[config.mk]
export PLATFORM = sky130hd
export DESIGN_NAME = ctwg_div
export DESIGN_NICKNAME = d
export VERILOG_FILES = /design/src/rtl/ctwg_pkg.sv /design/src/rtl/ctwg_div.sv
export SDC_FILE = /design/constraint.sdc
export NUM_CORES = 2
export LEC_CHECK = 0
export BUFFER_PORTS_ARGS = -buffer_cell sky130_fd_sc_hd__buf_4
export CELL_PAD_IN_SITES_DETAIL_PLACEMENT = 1
export CELL_PAD_IN_SITES_GLOBAL_PLACEMENT = 2
export CORE_ASPECT_RATIO = 0.75
export CORE_MARGIN = 4
export CORE_UTILIZATION = 40
export DETAILED_ROUTE_END_ITERATION = 10
export PLACE_DENSITY = 0.78
export SYNTH_ARGS = -nofsm -noshare
export SYNTH_HDL_FRONTEND = slang
export SYNTH_SLANG_ARGS = --single-unit
[constraint.sdc]
create_clock -name clock -period 4.8 [get_ports clock]
set_input_delay 0.96 -clock clock [delete_from_list [all_inputs] [get_ports clock]]
set_output_delay 0.96 -clock clock [all_outputs]
set_load 0.005 [all_outputs]
[src/rtl/ctwg_pkg.sv]
// ----------------------------------------------------------------------------
// ctwg_pkg
// Shared widths, codes and types of the complex triangle wave generator.
// ----------------------------------------------------------------------------
package ctwg_pkg;

   localparam int PHASE_BITS = 32;
   localparam int TURN_BITS  = 32;
   localparam int INDEX_BITS = 32;
   localparam int ASYM_BITS  = 16;
   localparam int MAG_BITS   = 24;
   localparam int OUT_BITS   = 32;
   localparam int QUOT_BITS  = 32;
   localparam int DIV_WIDTH  = PHASE_BITS + 2;
   localparam int SEG_WIDTH  = PHASE_BITS + 3;
   localparam int PROD_BITS  = QUOT_BITS + MAG_BITS - 1;
   localparam int ROUND_SHIFT = QUOT_BITS - 1;
   localparam int CSR_INDEX_BITS = 2;
   localparam int CSR_DATA_BITS  = 32;

   typedef enum logic [1:0] {
      STATUS_OK   = 2'd0,
      STATUS_FREQ = 2'd1,
      STATUS_MAG  = 2'd2
   } status_type;

   typedef enum logic [CSR_INDEX_BITS-1:0] {
      CSR_FREQ  = 2'd0,
      CSR_PHASE = 2'd1,
      CSR_ASYM  = 2'd2,
      CSR_MAG   = 2'd3
   } csr_index_type;

   typedef struct packed {
      status_type status;
      logic       neg_real;
      logic       neg_imag;
   } tag_type;

endpackage

[src/rtl/ctwg_div.sv]
// ----------------------------------------------------------------------------
// ctwg_div
// Pipelined restoring divider giving floor(num * 2^31 / den), one quotient
// bit per stage, for 0 <= num <= den.
// ----------------------------------------------------------------------------
module ctwg_div (
   input  logic                                clock,
   input  logic                                advance,
   input  logic [ctwg_pkg::DIV_WIDTH-1:0]      num,
   input  logic [ctwg_pkg::DIV_WIDTH-1:0]      den,
   output logic [ctwg_pkg::QUOT_BITS-1:0]      quot
);

   localparam int STAGES = ctwg_pkg::QUOT_BITS;
   localparam int DW     = ctwg_pkg::DIV_WIDTH;
   localparam int QB     = ctwg_pkg::QUOT_BITS;

   logic [DW-1:0] rem_ff [STAGES];
   logic [DW-1:0] den_ff [STAGES];
   logic [QB-1:0] quo_ff [STAGES];
   logic [DW-1:0] rem_in [STAGES];
   logic [QB-1:0] quo_in [STAGES];

   always_comb begin
      logic [DW-1:0] part;
      if (num >= den) begin
         rem_in[0] = num - den;
         quo_in[0] = QB'(1);
      end else begin
         rem_in[0] = num;
         quo_in[0] = '0;
      end
      for (int i = 1; i < STAGES; i++) begin
         part = {rem_ff[i-1][DW-2:0], 1'b0};
         if (part >= den_ff[i-1]) begin
            rem_in[i] = part - den_ff[i-1];
            quo_in[i] = {quo_ff[i-1][QB-2:0], 1'b1};
         end else begin
            rem_in[i] = part;
            quo_in[i] = {quo_ff[i-1][QB-2:0], 1'b0};
         end
      end
   end

   always_ff @(posedge clock) begin
      if (advance) begin
         den_ff[0] <= den;
         for (int i = 0; i < STAGES; i++) begin
            rem_ff[i] <= rem_in[i];
            quo_ff[i] <= quo_in[i];
         end
         for (int i = 1; i < STAGES; i++) begin
            den_ff[i] <= den_ff[i-1];
         end
      end
   end

   assign quot = (den_ff[STAGES-1] == '0) ? '0 : quo_ff[STAGES-1];

endmodule

==> metrics.txt <==
RSZ-0062 raised after global routing false; max cap viols 0; fmax approximately 220 MHz; Hold Buf Count CTS 0; GRT Total Usage about a fifth; CP max stage delay 0.42 ns; Hold Path Sink den_ff[0][1]; P&R area growth vs syn 11.51%; post-route clock period utilization ~96%; asr flop ratio synth 0%; CP startpoint kind register; Setup-failing EPs final 0; DRC Markers 0; Synth Flop Type edfxtp_1; H-tree Lvls 5; critical-path cell list nor4_1, buf_4, and4_1, nand4_1, nor4_2, buf_12, nor2b_1, buf_4; Mapped Area ~150000 sq um; largest family of logic cells by synthesized area compound AO/OA/AOI/OAI gates; R2R Path Start den_ff[1][68]; Final Wtd Congestion between 0.8 and 0.9; IR drop worst, VDD a little under 0.0003 V; R2R cell count 10; final hold vios 0; Worst path most repeated cell buf_4; pin count of the biggest net entering global routing ~150; Hold Startpoint den[1]; Avg WL per Cell roughly 22 microns; # IOs 102; Slew @ Worst Pin approximately 1.2 ns; worst-path fanout max 18; minimum clock period between 4 and 5 ns; compound-gate portion of the synthesized area between 10% and 20%; yosys warns 0; synth unique cells between 100 and 150; leakage power ~0.067 uW; status finished, final reports clean; Post-Synth Simple-Gate Area ~8.9%; WP data required around 3.8 ns; mux share of post-synthesis cell area 3.812%; Worst Path Arrival around 3.7 ns; cell taking the most area after synthesis edfxtp_1; initial antenna violation count 14; Final Max Tran Viols 0; nets 14292; Setup CP Type register to output pin; Via density 5.489; Initial DRC Count between 7000 and 8000; ranking of synthesized cells by area edfxtp_1 (54%), ha_1 (9.2%), inv_1 (3.5%); xor/xnor share of the synthesized area approximately 5%; buffers added on ports between 100 and 150; hold depth 1; first-pass GRT wire length around 620000 microns; Cells after Synth roughly 13000; Worst-Skew Late Latency a little over 0.9 ns; hold slack ~0.23 ns; top cells by count, synth edfxtp_1 (2639), inv_1 (1357), ha_1 (1087); Post-Syn Nets approximately 14000; DRT Wirelength 402900 microns; clock slew at reported path FFs about 0.060 ns; DP HPWL just over 300000 microns; EDFF count, synth approximately 2600; CP endpoint kind output pin; Synth Area in Adders under 10%; cts bufs inserted 288; GRT overflow 0; Rel. slew slack 21.07%; clk_skew between 0.05 and 0.06 ns; die width 708.2 microns; pwr dens 676.6 nW/um^2; Post-CTS Setup Bufs 0; CP max-delay cell nor4_2; clk buf depth 4; Post-Syn Area per Cell approximately 11 sq um; Core Area about 370000 sq um; ANT nets after route 0; via count 99745; register area share after synthesis 53.88%; CTS Root Cell clkbuf_16; HP Class input port to register; top cell type's share of synthesized area 53.88%; die area around 380000 sq um; vias in the first global route between 100k and 150k; cell with the most instances after synthesis edfxtp_1; setup TNS 0 ns; end of the worst register-to-register path rem_ff[0][400]; Initial Util 40.25%; Die Y 533.1 microns; r2r setup slk approximately 0.41 ns; Detailed Routing Iterations Pass 1 6; layout cell share with drive strength beyond 1 approximately a tenth; Rows around 190; CTS tree built; Seq cells post-synth between 2000 and 3000; # clock sinks approximately 2600
## repair_timing
action	in CTS	in global routing
endpoints found under the setup margin	1	0
hold endpoints to repair	0	0
gates resized for setup	1	0
## critical path, delay by kind of cell (launching register included)
kind | cells | cell delay, ns
and+or+nand+nor | 5 | 1.48
DFF | 1 | 0.41
buffers and inverters | 3 | 0.66
## final cells by class
type	count	area (sq um)
antenna	3	7.507
multi-input combinational	8559	61820
sequential	2639	79250
inverter	1359	5101
clock inverter	169	1643
timing repair buffer	257	2537
clock buffer	337	7582
fill	38741	201400
tap	4850	6068
## layer usage
layer	part of all wire (%)	GRT usage, %	vias up
li1	-	-	47585
met1	49	30.99	49959
met2	44	32.53	1721
met3	4.5	2.703	476
met4	1.9	4.090	4
met5	0.0067	0	-
## kinds of logic (layout without fill, tap and decap cells)
family,Yosys count,after routing
AO/OA/AOI/OAI,3369,3369
XOR/XNOR,850,850
adder cells (fa/ha/maj),1118,1118
buffers and inverters,1611,2122
flip-flops,2639,2639
multiplexers,501,501
other,0,3
AND/OR/NAND/NOR,2721,2721
## report_power, final
part | internal, uW | switching [uW] | leakage (uW)
sequential | 33600 | 4350 | 0.0259
combinational | 21600 | 29200 | 0.0366
clock | 12700 | 9460 | 0.00445
total | 67900 | 43000 | 0.0669
## worst max-delay path by stage
stage	from	end	slack, ns	cells after the start
floorplan	den[21]	rem_ff[0][13]	0.91	12
global placement	den[1]	rem_ff[0][29]	0.47	14
detailed placement	num[13]	rem_ff[0][29]	0.45	12
CTS	den_ff[3][262]	quot[17]	0.13	8
global route	den_ff[3][262]	quot[17]	0.08	8
finish	den_ff[3][262]	quot[17]	0.18	8
## cell usage in the layout (no fill, tap or decap), drive strengths merged, types with 89 or more instances in the layout
cell | Yosys | layout
nor3 | 133 | 133
inv | 1359 | 1372
nand2 | 876 | 876
clkinv | 0 | 105
edfxtp | 2639 | 2639
nand3 | 195 | 195
nor2 | 640 | 640
xor2 | 330 | 330
nand4 | 135 | 135
o21ai | 845 | 845
o31ai | 89 | 89
nor2b | 193 | 193
ha | 1087 | 1087
mux2 | 473 | 473
clkbuf | 167 | 337
a31oi | 103 | 103
buf | 85 | 257
a21oi | 1015 | 1015
xnor2 | 520 | 520
nand2b | 141 | 141
o21a | 163 | 163
o21bai | 131 | 131
a21o | 518 | 518
## metrics by stage
stage	area, sq um	cells	worst slack, ns	util, %	total power (uW)
floorplan	147100	12809	0.9126	-	73070
global placement	154800	17664	0.4718	42.36	86980
detailed placement	154800	17664	0.4500	42.36	88380
CTS	164000	18170	0.1300	44.88	111600
global route	164000	18171	0.08127	44.88	118700
finish	164000	18173	0.1777	44.88	111000
## registers in the layout, summed over array words and instances (netlist names)
register	cells
rem_ff	1023
quo_ff	528
den_ff	1088
No activity file was read; power rests on OpenSTA's default activity.
